**src/sv/bssf_pkg.sv**
```systemverilog
// Types and codes shared by the sequence store modules.
package bssf_pkg;

   localparam logic [3:0] OP_PUSH_FRONT = 4'd0;
   localparam logic [3:0] OP_PUSH_BACK  = 4'd1;
   localparam logic [3:0] OP_POP_FRONT  = 4'd2;
   localparam logic [3:0] OP_POP_BACK   = 4'd3;
   localparam logic [3:0] OP_INSERT     = 4'd4;
   localparam logic [3:0] OP_REMOVE     = 4'd5;
   localparam logic [3:0] OP_FIND       = 4'd6;
   localparam logic [3:0] OP_SORT       = 4'd7;
   localparam logic [3:0] OP_READ       = 4'd8;

   typedef enum logic [1:0] {
      STS_OK    = 2'd0,
      STS_EMPTY = 2'd1,
      STS_FULL  = 2'd2,
      STS_RANGE = 2'd3
   } status_type;

   typedef enum logic [3:0] {
      ST_IDLE,
      ST_SHIFT_UP,
      ST_SHIFT_DOWN,
      ST_FIND,
      ST_SORT_LOAD,
      ST_SORT_HOLD,
      ST_SORT_SCAN,
      ST_READ,
      ST_READ_TAKE,
      ST_ENDS,
      ST_DONE
   } state_type;

   typedef struct packed {
      logic [3:0]         operation;
      logic signed [31:0] value;
      logic [6:0]         position;
   } req_payload_type;

   typedef struct packed {
      logic signed [31:0] front_value;
      logic signed [31:0] back_value;
      logic [6:0]         element_count;
      logic               is_empty;
      logic               found;
      logic [6:0]         found_position;
      logic signed [31:0] read_value;
      logic [1:0]         status;
   } rsp_payload_type;

endpackage

```
**src/sv/bssf_chan_if.sv**
```systemverilog
// Valid/ready channel interface carrying one payload item.
interface bssf_chan_if #(parameter type payload_type = logic);
   logic        valid;
   logic        ready;
   payload_type payload;

   modport source (output valid, output payload, input ready);
   modport sink (input valid, input payload, output ready);
endinterface

```
**src/sv/bssf_mem.sv**
```systemverilog
// Element memory: one write port, two registered read ports.
module bssf_mem #(
   parameter int DEPTH = 64,
   parameter int WIDTH = 32
) (
   input  logic                     clock,
   input  logic                     we,
   input  logic [$clog2(DEPTH)-1:0] waddr,
   input  logic [WIDTH-1:0]         wdata,
   input  logic [$clog2(DEPTH)-1:0] raddr_a,
   input  logic [$clog2(DEPTH)-1:0] raddr_b,
   output logic [WIDTH-1:0]         rdata_a,
   output logic [WIDTH-1:0]         rdata_b
);

   logic [WIDTH-1:0] mem [DEPTH];

   always_ff @(posedge clock) begin
      if (we) begin
         mem[waddr] <= wdata;
      end
   end

   always_ff @(posedge clock) begin
      rdata_a <= mem[raddr_a];
      rdata_b <= mem[raddr_b];
   end

endmodule

```
**src/sv/bssf_seq.sv**
```systemverilog
// Sequencer: walks the element memory one entry per cycle.
module bssf_seq import bssf_pkg::*; #(
   parameter int CAPACITY    = 64,
   parameter int VALUE_WIDTH = 32
) (
   input  logic                        clock,
   input  logic                        reset,
   input  logic                        req_valid,
   output logic                        req_ready,
   input  req_payload_type             req_payload,
   output logic                        res_valid,
   input  logic                        res_ready,
   output rsp_payload_type             res_payload,
   output logic                        mem_we,
   output logic [$clog2(CAPACITY)-1:0] mem_waddr,
   output logic [VALUE_WIDTH-1:0]      mem_wdata,
   output logic [$clog2(CAPACITY)-1:0] mem_raddr_a,
   output logic [$clog2(CAPACITY)-1:0] mem_raddr_b,
   input  logic [VALUE_WIDTH-1:0]      mem_rdata_a,
   input  logic [VALUE_WIDTH-1:0]      mem_rdata_b
);

   localparam int AW = $clog2(CAPACITY);
   localparam int CW = $clog2(CAPACITY + 1);
   localparam int LW = (CW > 7) ? CW : 7;
   localparam int VW = VALUE_WIDTH;

   // low VW bits of the item; zero-extended when the store is wider than 32
   function automatic logic [VW-1:0] take_in(input logic [31:0] v);
      logic [VW+31:0] w;
      w = {{VW{1'b0}}, v};
      return w[VW-1:0];
   endfunction

   function automatic logic [31:0] give_out(input logic [VW-1:0] e);
      logic [VW+31:0] w;
      w = {{32{e[VW-1]}}, e};
      return w[31:0];
   endfunction

   function automatic logic [6:0] to7(input logic [LW-1:0] v);
      return v[6:0];
   endfunction

   state_type     state_ff, state_in;
   logic [CW-1:0] count_ff, count_in;
   logic          pend_ff, pend_in;
   logic [VW-1:0] val_ff, val_in;
   logic [VW-1:0] cur_ff, cur_in;
   logic [AW-1:0] ipos_ff, ipos_in;
   logic [AW-1:0] idx_ff, idx_in;
   logic [AW-1:0] wa_ff, wa_in;
   logic [AW-1:0] i_ff, i_in;
   logic [CW-1:0] rem_ff, rem_in;
   status_type    status_ff, status_in;
   logic          found_ff, found_in;
   logic [6:0]    fpos_ff, fpos_in;
   logic [31:0]   rval_ff, rval_in;

   // request decode
   state_type     start_state;
   status_type    start_status;
   logic [AW-1:0] start_ipos, start_idx;
   logic [CW-1:0] start_rem;
   logic [LW-1:0] cnt_l, pos_l, up_l, dn_l;
   logic          full, empty, go_up, go_down;

   logic issue, hit, swap, sort_more;

   assign issue     = rem_ff != '0;
   assign hit       = mem_rdata_a == val_ff;
   assign swap      = $signed(cur_ff) > $signed(mem_rdata_a);
   assign sort_more = (CW'(i_ff) + CW'(1)) < count_ff;
   assign full      = count_ff == CW'(CAPACITY);
   assign empty     = count_ff == '0;
   assign cnt_l     = LW'(count_ff);
   assign pos_l     = LW'(req_payload.position);
   assign req_ready = state_ff == ST_IDLE;
   assign res_valid = state_ff == ST_DONE;

   always_comb begin
      up_l = pos_l;
      dn_l = pos_l;
      if (req_payload.operation == OP_PUSH_FRONT) begin
         up_l = '0;
      end else if (req_payload.operation == OP_PUSH_BACK) begin
         up_l = cnt_l;
      end
      if (req_payload.operation == OP_POP_FRONT) begin
         dn_l = '0;
      end else if (req_payload.operation == OP_POP_BACK) begin
         dn_l = cnt_l - LW'(1);
      end

      start_state  = ST_ENDS;
      start_status = STS_OK;
      start_ipos   = '0;
      start_idx    = '0;
      start_rem    = '0;
      go_up        = 1'b0;
      go_down      = 1'b0;
      case (req_payload.operation)
         OP_PUSH_FRONT, OP_PUSH_BACK: begin
            if (full) start_status = STS_FULL;
            else      go_up = 1'b1;
         end
         OP_INSERT: begin
            if (pos_l > cnt_l) start_status = STS_RANGE;
            else if (full)     start_status = STS_FULL;
            else               go_up = 1'b1;
         end
         OP_POP_FRONT, OP_POP_BACK: begin
            if (empty) start_status = STS_EMPTY;
            else       go_down = 1'b1;
         end
         OP_REMOVE: begin
            if (pos_l >= cnt_l) start_status = STS_RANGE;
            else                go_down = 1'b1;
         end
         OP_FIND: begin
            start_state = ST_FIND;
            start_rem   = count_ff;
         end
         OP_SORT: begin
            start_state = ST_SORT_LOAD;
         end
         OP_READ: begin
            if (pos_l >= cnt_l) begin
               start_status = STS_RANGE;
            end else begin
               start_state = ST_READ;
               start_ipos  = AW'(pos_l);
            end
         end
         default: ;
      endcase

      if (go_up) begin
         start_state = ST_SHIFT_UP;
         start_ipos  = AW'(up_l);
         start_rem   = CW'(cnt_l - up_l);
         start_idx   = AW'(cnt_l - LW'(1));
      end
      if (go_down) begin
         start_state = ST_SHIFT_DOWN;
         start_rem   = CW'(cnt_l - dn_l - LW'(1));
         start_idx   = AW'(dn_l + LW'(1));
      end
   end

   // next state
   always_comb begin
      state_in = state_ff;
      case (state_ff)
         ST_IDLE:       if (req_valid) state_in = start_state;
         ST_SHIFT_UP,
         ST_SHIFT_DOWN: if (!issue && !pend_ff) state_in = ST_ENDS;
         ST_FIND:       if ((pend_ff && hit) || (!issue && !pend_ff)) state_in = ST_ENDS;
         ST_SORT_LOAD:  state_in = sort_more ? ST_SORT_HOLD : ST_ENDS;
         ST_SORT_HOLD:  state_in = ST_SORT_SCAN;
         ST_SORT_SCAN:  if (!issue && !pend_ff) state_in = ST_SORT_LOAD;
         ST_READ:       state_in = ST_READ_TAKE;
         ST_READ_TAKE:  state_in = ST_ENDS;
         ST_ENDS:       state_in = ST_DONE;
         ST_DONE:       if (res_ready) state_in = ST_IDLE;
         default:       state_in = ST_IDLE;
      endcase
   end

   // datapath and memory control
   always_comb begin
      count_in    = count_ff;
      pend_in     = pend_ff;
      val_in      = val_ff;
      cur_in      = cur_ff;
      ipos_in     = ipos_ff;
      idx_in      = idx_ff;
      wa_in       = wa_ff;
      i_in        = i_ff;
      rem_in      = rem_ff;
      status_in   = status_ff;
      found_in    = found_ff;
      fpos_in     = fpos_ff;
      rval_in     = rval_ff;
      mem_we      = 1'b0;
      mem_waddr   = wa_ff;
      mem_wdata   = mem_rdata_a;
      mem_raddr_a = idx_ff;
      mem_raddr_b = AW'(count_ff - CW'(1));

      case (state_ff)
         ST_IDLE: begin
            if (req_valid) begin
               val_in    = take_in(req_payload.value);
               status_in = start_status;
               found_in  = 1'b0;
               fpos_in   = '0;
               rval_in   = '0;
               ipos_in   = start_ipos;
               idx_in    = start_idx;
               rem_in    = start_rem;
               pend_in   = 1'b0;
               i_in      = '0;
            end
         end
         ST_SHIFT_UP: begin
            // read entry k, write it to k+1 in the next cycle, walking down
            pend_in = issue;
            if (issue) begin
               idx_in = idx_ff - AW'(1);
               rem_in = rem_ff - CW'(1);
               wa_in  = idx_ff + AW'(1);
            end
            if (pend_ff) begin
               mem_we = 1'b1;
            end else if (!issue) begin
               mem_we    = 1'b1;
               mem_waddr = ipos_ff;
               mem_wdata = val_ff;
               count_in  = count_ff + CW'(1);
            end
         end
         ST_SHIFT_DOWN: begin
            pend_in = issue;
            if (issue) begin
               idx_in = idx_ff + AW'(1);
               rem_in = rem_ff - CW'(1);
               wa_in  = idx_ff - AW'(1);
            end
            if (pend_ff) begin
               mem_we = 1'b1;
            end else if (!issue) begin
               count_in = count_ff - CW'(1);
            end
         end
         ST_FIND: begin
            pend_in = issue;
            if (issue) begin
               idx_in = idx_ff + AW'(1);
               rem_in = rem_ff - CW'(1);
               wa_in  = idx_ff;
            end
            if (pend_ff && hit) begin
               found_in = 1'b1;
               fpos_in  = to7(LW'(wa_ff));
            end else if (!issue && !pend_ff) begin
               fpos_in = to7(cnt_l);
            end
         end
         ST_SORT_LOAD: begin
            mem_raddr_a = i_ff;
            pend_in     = 1'b0;
            if (sort_more) begin
               idx_in = i_ff + AW'(1);
               rem_in = count_ff - CW'(i_ff) - CW'(1);
            end
         end
         ST_SORT_HOLD: begin
            cur_in = mem_rdata_a;
         end
         ST_SORT_SCAN: begin
            // cur_ff stands for entry i until the pass ends
            pend_in = issue;
            if (issue) begin
               idx_in = idx_ff + AW'(1);
               rem_in = rem_ff - CW'(1);
               wa_in  = idx_ff;
            end
            if (pend_ff) begin
               if (swap) begin
                  mem_we    = 1'b1;
                  mem_wdata = cur_ff;
                  cur_in    = mem_rdata_a;
               end
            end else if (!issue) begin
               mem_we    = 1'b1;
               mem_waddr = i_ff;
               mem_wdata = cur_ff;
               i_in      = i_ff + AW'(1);
            end
         end
         ST_READ: begin
            mem_raddr_a = ipos_ff;
         end
         ST_READ_TAKE: begin
            rval_in = give_out(mem_rdata_a);
         end
         ST_ENDS, ST_DONE: begin
            mem_raddr_a = '0;
         end
         default: ;
      endcase
   end

   always_comb begin
      res_payload.front_value    = empty ? '0 : give_out(mem_rdata_a);
      res_payload.back_value     = empty ? '0 : give_out(mem_rdata_b);
      res_payload.element_count  = to7(cnt_l);
      res_payload.is_empty       = empty;
      res_payload.found          = found_ff;
      res_payload.found_position = fpos_ff;
      res_payload.read_value     = rval_ff;
      res_payload.status         = status_ff;
   end

   always_ff @(posedge clock) begin
      if (reset) begin
         state_ff <= ST_IDLE;
         count_ff <= '0;
         pend_ff  <= 1'b0;
      end else begin
         state_ff <= state_in;
         count_ff <= count_in;
         pend_ff  <= pend_in;
      end
   end

   always_ff @(posedge clock) begin
      val_ff    <= val_in;
      cur_ff    <= cur_in;
      ipos_ff   <= ipos_in;
      idx_ff    <= idx_in;
      wa_ff     <= wa_in;
      i_ff      <= i_in;
      rem_ff    <= rem_in;
      status_ff <= status_in;
      found_ff  <= found_in;
      fpos_ff   <= fpos_in;
      rval_ff   <= rval_in;
   end

endmodule

```
**src/sv/bounded_sequence_store_sort_find_core.sv**
```systemverilog
// Push front, pop front, insert, remove, find and sort walk the single element memory, one
// entry per cycle; push back, pop back, read, rejected and unused-code items do not walk it.
// One item in work at a time; the next is taken the cycle after its result is loaded.
// Reset is synchronous: the count and control clear, memory contents are left as they are.
module bounded_sequence_store_sort_find_core import bssf_pkg::*; #(
   parameter int CAPACITY    = 64,
   parameter int VALUE_WIDTH = 32
) (
   input logic          clock,
   input logic          reset,
   bssf_chan_if.sink    req_if,
   bssf_chan_if.source  rsp_if
);

   localparam int AW = $clog2(CAPACITY);

   logic                   mem_we;
   logic [AW-1:0]          mem_waddr, mem_raddr_a, mem_raddr_b;
   logic [VALUE_WIDTH-1:0] mem_wdata, mem_rdata_a, mem_rdata_b;

   logic            seq_ready, res_valid, slot_free, load;
   rsp_payload_type res_payload;

   logic            rsp_valid_ff, rsp_valid_in;
   rsp_payload_type rsp_data_ff, rsp_data_in;

   bssf_mem #(
      .DEPTH (CAPACITY),
      .WIDTH (VALUE_WIDTH)
   ) u_mem (
      .clock   (clock),
      .we      (mem_we),
      .waddr   (mem_waddr),
      .wdata   (mem_wdata),
      .raddr_a (mem_raddr_a),
      .raddr_b (mem_raddr_b),
      .rdata_a (mem_rdata_a),
      .rdata_b (mem_rdata_b)
   );

   bssf_seq #(
      .CAPACITY    (CAPACITY),
      .VALUE_WIDTH (VALUE_WIDTH)
   ) u_seq (
      .clock       (clock),
      .reset       (reset),
      .req_valid   (req_if.valid),
      .req_ready   (seq_ready),
      .req_payload (req_if.payload),
      .res_valid   (res_valid),
      .res_ready   (slot_free),
      .res_payload (res_payload),
      .mem_we      (mem_we),
      .mem_waddr   (mem_waddr),
      .mem_wdata   (mem_wdata),
      .mem_raddr_a (mem_raddr_a),
      .mem_raddr_b (mem_raddr_b),
      .mem_rdata_a (mem_rdata_a),
      .mem_rdata_b (mem_rdata_b)
   );

   assign req_if.ready = seq_ready;

   // result register; the sequencer waits in its last state while it is full and stalled
   assign slot_free = !rsp_valid_ff || rsp_if.ready;
   assign load      = res_valid && slot_free;

   always_comb begin
      rsp_valid_in = rsp_valid_ff;
      rsp_data_in  = rsp_data_ff;
      if (load) begin
         rsp_valid_in = 1'b1;
         rsp_data_in  = res_payload;
      end else if (rsp_if.ready) begin
         rsp_valid_in = 1'b0;
      end
   end

   always_ff @(posedge clock) begin
      if (reset) begin
         rsp_valid_ff <= 1'b0;
      end else begin
         rsp_valid_ff <= rsp_valid_in;
      end
   end

   always_ff @(posedge clock) begin
      rsp_data_ff <= rsp_data_in;
   end

   assign rsp_if.valid   = rsp_valid_ff;
   assign rsp_if.payload = rsp_data_ff;

endmodule

```
**src/flat_wrapper.sv**
```systemverilog
// flat-port wrapper written by rule: the top's interface ports become plain ports
module bounded_sequence_store_sort_find_core_flat import bssf_pkg::*;
#(
   parameter int CAPACITY    = 64,
   parameter int VALUE_WIDTH = 32
)
  (clock, reset, req_if_valid, req_if_payload, req_if_ready, rsp_if_valid, rsp_if_payload, rsp_if_ready);
  bssf_chan_if #(.payload_type(req_payload_type)) req_if_i ();
  bssf_chan_if #(.payload_type(rsp_payload_type)) rsp_if_i ();
  input logic clock;
  input logic reset;
  input wire logic [$bits(req_if_i.valid)-1:0] req_if_valid;
  input wire logic [$bits(req_if_i.payload)-1:0] req_if_payload;
  output wire logic [$bits(req_if_i.ready)-1:0] req_if_ready;
  output wire logic [$bits(rsp_if_i.valid)-1:0] rsp_if_valid;
  output wire logic [$bits(rsp_if_i.payload)-1:0] rsp_if_payload;
  input wire logic [$bits(rsp_if_i.ready)-1:0] rsp_if_ready;
  assign req_if_i.valid = req_if_valid;
  assign req_if_i.payload = req_if_payload;
  assign req_if_ready = req_if_i.ready;
  assign rsp_if_valid = rsp_if_i.valid;
  assign rsp_if_payload = rsp_if_i.payload;
  assign rsp_if_i.ready = rsp_if_ready;
  bounded_sequence_store_sort_find_core #(.CAPACITY(CAPACITY), .VALUE_WIDTH(VALUE_WIDTH)) u_core (.clock(clock), .reset(reset), .req_if(req_if_i), .rsp_if(rsp_if_i));
endmodule
```
**config.mk**
```make
export PLATFORM = sky130hd
export DESIGN_NAME = bounded_sequence_store_sort_find_core_flat
export DESIGN_NICKNAME = d
export VERILOG_FILES = /design/src/sv/bssf_pkg.sv /design/src/sv/bssf_chan_if.sv /design/src/sv/bssf_mem.sv /design/src/sv/bssf_seq.sv /design/src/sv/bounded_sequence_store_sort_find_core.sv /design/src/flat_wrapper.sv
export SDC_FILE = /design/constraint.sdc
export NUM_CORES = 2
export LEC_CHECK = 0
export BUFFER_PORTS_ARGS = -buffer_cell sky130_fd_sc_hd__buf_2
export CAP_MARGIN = 15
export CELL_PAD_IN_SITES_DETAIL_PLACEMENT = 2
export CELL_PAD_IN_SITES_GLOBAL_PLACEMENT = 2
export CORE_ASPECT_RATIO = 1.75
export CORE_MARGIN = 3
export CORE_UTILIZATION = 40
export CTS_BUF_LIST = sky130_fd_sc_hd__clkbuf_16
export DETAILED_ROUTE_END_ITERATION = 10
export PLACE_DENSITY = 0.79
export SYNTH_ARGS = -nofsm -noshare
export SYNTH_HDL_FRONTEND = slang
export SYNTH_SLANG_ARGS = --single-unit
```
**constraint.sdc**
```tcl
create_clock -name clock -period 20 [get_ports clock]
set_input_delay 4 -clock clock [delete_from_list [all_inputs] [get_ports clock]]
set_output_delay 4 -clock clock [all_outputs]
set_load 0.05 [all_outputs]
```
==> Word level (Yosys, flattened, before mapping) <==
Memory sizes are Yosys's and may differ from the RTL's. A register that Yosys moved wholly into a read port is not among the register bits.
Cells that the tools add are included.
{ "totals": {"ff_bits": 264, "ram_bits": 2048, "input_bits": 47, "output_inout_bits": 116, "wordCells": 212, "mem_count": 1} }
{ "memory_table": {"columns": ["memory", "depth", "word_bits", "read_ports", "rd_ports_with_merged_regs", "write_ports", "line", "source"], "rows": [
  ["u_core.u_mem.mem", 64, 32, 2, 2, 1, "bssf_mem.sv:16", "logic [WIDTH-1:0] mem [DEPTH];"]
]} }
{ "op_classes": {"add_sub_neg": 13, "order_cmp": 4, "n_eq_ne": 41, "mux": 89, "reduce_logical": 41} }
{ "op_table": {"columns": ["op", "n"], "rows": [
  ["two-way mux 32 bit", 8],
  ["case mux 32 bit (2 select lines)", 3],
  ["two-way mux 7 bit", 17],
  ["two-way mux 6 bit", 17],
  ["case mux 4 bit (10 select lines)", 1],
  ["two-way mux 4 bit", 9],
  ["case mux 6 bit (3 select lines)", 2],
  ["inequality test 2 bit, second input constant", 17],
  ["== test 32 bit", 1],
  ["== test 4 x 3 -> 1 bit, second input constant", 8],
  ["greater-than comparator 32 bit", 1],
  ["case mux 7 bit (2 select lines)", 2],
  ["subtractor 7 x 1 -> 7 bit, second input constant", 4],
  ["case mux 6 bit (2 select lines)", 2],
  ["case mux 6 bit (4 select lines)", 1],
  ["case mux 7 bit (3 select lines)", 1],
  ["adder 6 x 1 -> 6 bit, second input constant", 3],
  ["== test 4 x 2 -> 1 bit, second input constant", 4],
  ["== test 4 bit, second input constant", 4],
  ["two-way mux 1 bit", 16],
  ["AND reduction 5 bit", 3],
  ["subtractor 7 bit", 2],
  ["case mux 4 bit (3 select lines)", 1],
  ["AND reduction 4 bit", 3],
  ["29 further kinds", 58]
]} }

==> Longest topological paths before layout <==
{ "depth": {"depth_word": 8, "ltp_mapped": 20, "ltp_nobuf": 14} }

==> By module <==
Synthesis repeated with hierarchy kept, for this count alone.
{ "hier_totals": {"cells_unflattened": 5623, "area_unflattened_um2": 109616.4} }
{ "modules_own_cells": {"columns": ["mod", "n_inst", "cells_per_inst", "area_each_um2", "seq_area_each_um2"], "rows": [
  ["bssf_mem", 1, 4409, 95704.3, 62780.2],
  ["bssf_seq", 1, 1095, 10433.8, 4354.2],
  ["bounded_sequence_store_sort_find_core", 1, 119, 3478.3, 3443.3]
]} }

==> Least setup slack after synthesis <==
Ideal clock, no wire load.
{ "synth_timing": {"kind": "in2reg", "from": "in rsp_if_ready", "to": "reg u_core.rsp_data_ff, in the netlist u_core.rsp_if.payload[0], enable pin", "setup_ns": 0.867, "t_arrival_ns": 14.752, "t_required_ns": 19.133, "setup_slack_ns": 4.381, "path_stages": 2, "n_path_buf": 0, "cell_sequence": "nor2b_1 nor4_1"} }
{ "synth_via": {"elab_chain_cells": 2} }
{ "synth_lines": {"columns": ["element", "line", "source"], "rows": [
  ["start, declared", "flat_wrapper.sv:17", "input wire logic [$bits(rsp_if_i.ready)-1:0] rsp_if_ready;"],
  ["logical OR 1 bit", "bounded_sequence_store_sort_find_core.sv:65", "assign slot_free = !rsp_valid_ff || rsp_if.ready;"],
  ["logical AND 1 bit", "bounded_sequence_store_sort_find_core.sv:66", "assign load = res_valid && slot_free;"],
  ["net u_core.load", "bounded_sequence_store_sort_find_core.sv:21", "logic seq_ready, res_valid, slot_free, load;"],
  ["end signal, assigned", "bounded_sequence_store_sort_find_core.sv:88", "rsp_data_ff <= rsp_data_in;"],
  ["end, declared", "bounded_sequence_store_sort_find_core.sv:25", "rsp_payload_type rsp_data_ff, rsp_data_in;"]
]} }
The timed path passes the listed nets, and every way through them passes these cells.
A chain may end at the register's enable or synchronous reset.

==> Worst setup path after layout <==
{ "layout_timing": {"from": "reg u_core.u_seq.state_ff[0]", "to": "reg u_core.u_mem.rdata_a[4], read port of u_core.u_mem.mem"} }
{ "layout_via": {"elab_chain_cells": 3, "elab_cells_between_ends": 6, "classes_between": "eq/ne (4); mux (1); reduce/logical (1)"} }
{ "layout_lines": {"columns": ["element", "line", "source"], "rows": [
  ["start, declared", "bssf_seq.sv:45", "state_type state_ff, state_in;"],
  ["start signal, assigned", "bssf_seq.sv:312", "state_ff <= state_in;"],
  ["== test 4 bit", "bssf_seq.sv:191", "case (state_ff)"],
  ["OR reduction 2 bit", "bssf_seq.sv:191", null],
  ["case mux 6 bit (3 select lines) *", "bssf_seq.sv:191", null],
  ["end, declared", "bssf_mem.sv:12", "output logic [WIDTH-1:0] rdata_a,"]
]} }
Every way passes the cells marked *; elsewhere a longest branch is shown, timed or not.

==> results.yml <==
detailed_routing:
  drt_iter0_drc: 11439
  drt-wirelength-per-cell_um: 45.22
  ant_nets: 0
  num_vias: 70843
  dr.pass1.iters: 8
  drc: 0
  routed_wl_um: 439400
  avgViaCountPerCell: 7.291
worst_setup_path:
  arrival_ps: 7950
  path_class: "flip-flop to flip-flop"
  crit_path_start: "u_core.u_seq.state_ff[0]"
  r2r_slack_ps: 12810
  critPathMaxFanout: 37
  r2r_end: "u_core.u_mem.rdata_a[4]"
  end_kind: "flip-flop"
  critPathRequiredTime_ps: 20760
  reg2regPathDepth: 12
  crit_path_start_kind: "flip-flop"
  reg2reg_from: "u_core.u_seq.state_ff[0]"
global_route:
  grt_use_met3_pct: 6.942
  grt_overflow_total: 0
  use_met2_pct: 50.43
  grt_use_met1_pct: 34.38
  grt_pass1_vias: 73293
  grt_start_max_net_pins: 146
  grt_first_pass_wirelength_um: 599600
  grt_usage_pct: 30.05
  antenna_found_initial: 38
  busiest_layer: "met2"
logic_synthesis:
  synth_edf_count: 2299
  avgSynthCellArea_um2: 18.90
  syn-num-nets: 5899
  synth.distinct_cells: 72
  synth_seq_cells: 2376
  synthArstFlopShare_pct: 0
  synth_top_cell_area_share_pct: 63.22
  ys.flop_type: "edfxtp_1"
  synth_area_mm2: 0.1092
  yosysWarningCount: 0
  syn-instance-count: 5777
  synthTopCellsByArea: "edfxtp_1, mux4_2, a22oi_1, dfxtp_1, nand2_1"
  synth_top_area_cell: "edfxtp_1"
  seq_area_frac_synth_pct: 64.63
timing:
  grt_setup_unrepaired: "no"
  finalSetupViolCount: 0
  slew_viol_final: 0
  fin_crit_sh_pct: 35.96
  slew_headroom_pct: 16.49
  fin_crit_ps: 7192
  worst_slack_ps: 12810
  fmax_ghz: 0.1390
  hold_viol: 0
  finalClockSkew_ps: 75.36
  tns_ps: 0
  tightest_slew_ps: 1250
hold_path:
  hold_end: "u_core.rsp_if.payload[22]"
  min_path_type: "flip-flop to flip-flop"
  min_from: "u_core.u_seq.rval_ff[20]"
  hold_depth: 0
clocking:
  path_clk_slew_ps: 70
  cts.sinks: 2376
  root_buffer: "clkbuf_16"
  post-cts-setup-buffers: 0
  insertion_delay_ps: 930
  cts_made_buffers: 221
  hold_buffers: 0
  cts.repair.resized: 0
  cts_tree: "done"
  clockBufferDepth: 4
  cts-htree-levels: 4
floorplanning:
  start_util_pct: 40.21
  die_w_um: 401.0
  dieArea_mm2: 0.2796
  io_pins: 163
  rows: 253
  fp.coreArea_mm2: 0.2716
  die_h_um: 697.2
placed_design:
  place_hpwl_um: 253600
  routabilityCongestion: 0.8657
  post-place-ws_ps: 12790
  io_buffer_count: 162
layout:
  drive_gt1_share_pct: 32.63
  nFillCells: 24474
  syn2layout_area_growth_pct: 12.38
  fin_nets: 6071
power_and_ir_drop:
  power_leakage_nw: 38.03
  power_density_mw_per_mm2: 139.3
  irDropWorstVdd_mv: 0.1255
run_status:
  status: "complete, no violations"
flow_run:
  cap_violations: 0
==> critical path, cell delays in order (launching register included) <==
cell	delay [ps]
dfxtp_1	1030
nor2_1	310
a21oi_1	360
a2bb2oi_4	150
buf_4	610
buf_4	740
buf_4	780
buf_4	590
buf_4	710
mux4_2	630
a22oi_1	230
a21oi_1	170
or4_1	570
==> stage by stage <==
stage                     std cells  cell area, um2  power [mW]  hold slack (ps)  util (%)
after global routing           9700          122700       17.50            425.1     45.17
final                          9717          122700       17.10            416.1     45.19
after floorplan                5777          109200       10.03            400.3         -
after global placement         9273          115100       12.14            400.9     42.38
after CTS                      9677          122300       16.84            419.1     45.01
after detailed placement       9274          115100       12.43            405.7     42.38
==> layer usage <==
metal / vias to the layer above / part of all wire, %
li1: 24999 / -
met1: 37248 / 31
met2: 6790 / 49
met3: 1778 / 11
met4: 28 / 8.2
met5: - / 0.043
==> power by group <==
part | internal [mW] | switching [mW]
Sequential | 6.36 | 0.280
Combinational | 1.98 | 4.05
Clock | 2.34 | 2.09
Total | 10.7 | 6.42
==> cells in the mapped netlist (all sizes together), types with 73 or more instances <==
library cell / count
edfxtp: 2299
mux4: 1130
nand2: 311
clkbuf: 287
a22oi: 265
a21oi: 198
buf: 160
nor2: 124
nand3: 100
dfxtp: 77
o21ai: 76
inv: 73
==> worst max-delay path by stage <==
| stage | end | slack (ps) | cells after the start |
|---|---|---|---|
| 5_1_grt | u_core.u_mem.rdata_a[4] | 12260 | 12 |
| 4_1_cts | u_core.u_mem.rdata_a[4] | 12690 | 12 |
| 3_3_place_gp | u_core.u_seq.rem_ff[6] | 12850 | 14 |
| 2_1_floorplan | u_core.rsp_if.payload[0] | 4380 | 2 |
| 6_report | u_core.u_mem.rdata_a[4] | 12810 | 12 |
| 3_5_place_dp | u_core.u_seq.rem_ff[6] | 12790 | 14 |
==> placed cells by master (no fill, tap or decap), drive strengths merged, types with 18 or more instances in the layout <==
master	count
nor2	124
clkinvlp	18
a2111oi	62
xnor2	61
inv	120
ha	72
nor2b	44
a21o	21
a31oi	36
diode	18
bufinv	22
nor3	57
a311o	32
buf	395
mux4	1130
a21oi	198
dfxtp	77
edfxtp	2299
clkinv	93
nand2	311
clkbuf	226
o21ai	76
mux2i	40
and3	43
a22oi	265
xor2	19
nand3	100
or4	26
==> flip-flops by register name (all words and copies together), names as in the netlist <==
| signal | flops |
|---|---|
| u_core.u_mem.mem | 2048 |
| u_core.rsp_if.payload | 114 |
| u_core.u_mem.rdata_a | 32 |
| u_core.u_mem.rdata_b | 32 |
| u_core.u_seq.cur_ff | 32 |
| u_core.u_seq.rval_ff | 32 |
| u_core.u_seq.val_ff | 32 |
| u_core.u_seq.cnt_l | 7 |
| u_core.u_seq.fpos_ff | 7 |
| u_core.u_seq.rem_ff | 7 |
| u_core.u_seq.i_ff | 6 |
| u_core.u_seq.idx_ff | 6 |
| u_core.u_seq.ipos_ff | 6 |
| u_core.u_seq.wa_ff | 6 |
| u_core.u_seq.state_ff | 4 |
| u_core.u_seq.status_ff | 2 |
| u_core.rsp_if.valid | 1 |
| u_core.u_seq.found_ff | 1 |
| u_core.u_seq.pend_ff | 1 |
==> cells by family (layout without fill, tap and decap cells) <==
kind of cell	Yosys count	count (layout)	share of synthesized area (%)
adder cells (fa/ha/maj)	75	75	0.8799
XOR/XNOR	80	80	0.6485
AND/OR/NAND/NOR	770	770	3.296
buffers and inverters	522	874	1.944
other	0	18	0
multiplexers	1171	1171	23.69
AO/OA/AOI/OAI	783	783	4.910
flip-flops	2376	2376	64.63
==> cell type report <==
class,instances,area (um2),area share [%]
Clock inverter,178,1534,1.250
Antenna cell,18,45.04,0.03670
Multi-Input combinational cell,2879,37260,30.36
Timing Repair Buffer,396,2929,2.387
Clock buffer,225,5630,4.588
Inverter,75,281.5,0.2294
Sequential cell,2376,70580,57.51
Tap cell,3570,4467,3.640
No activity file was read; power rests on OpenSTA's default activity.
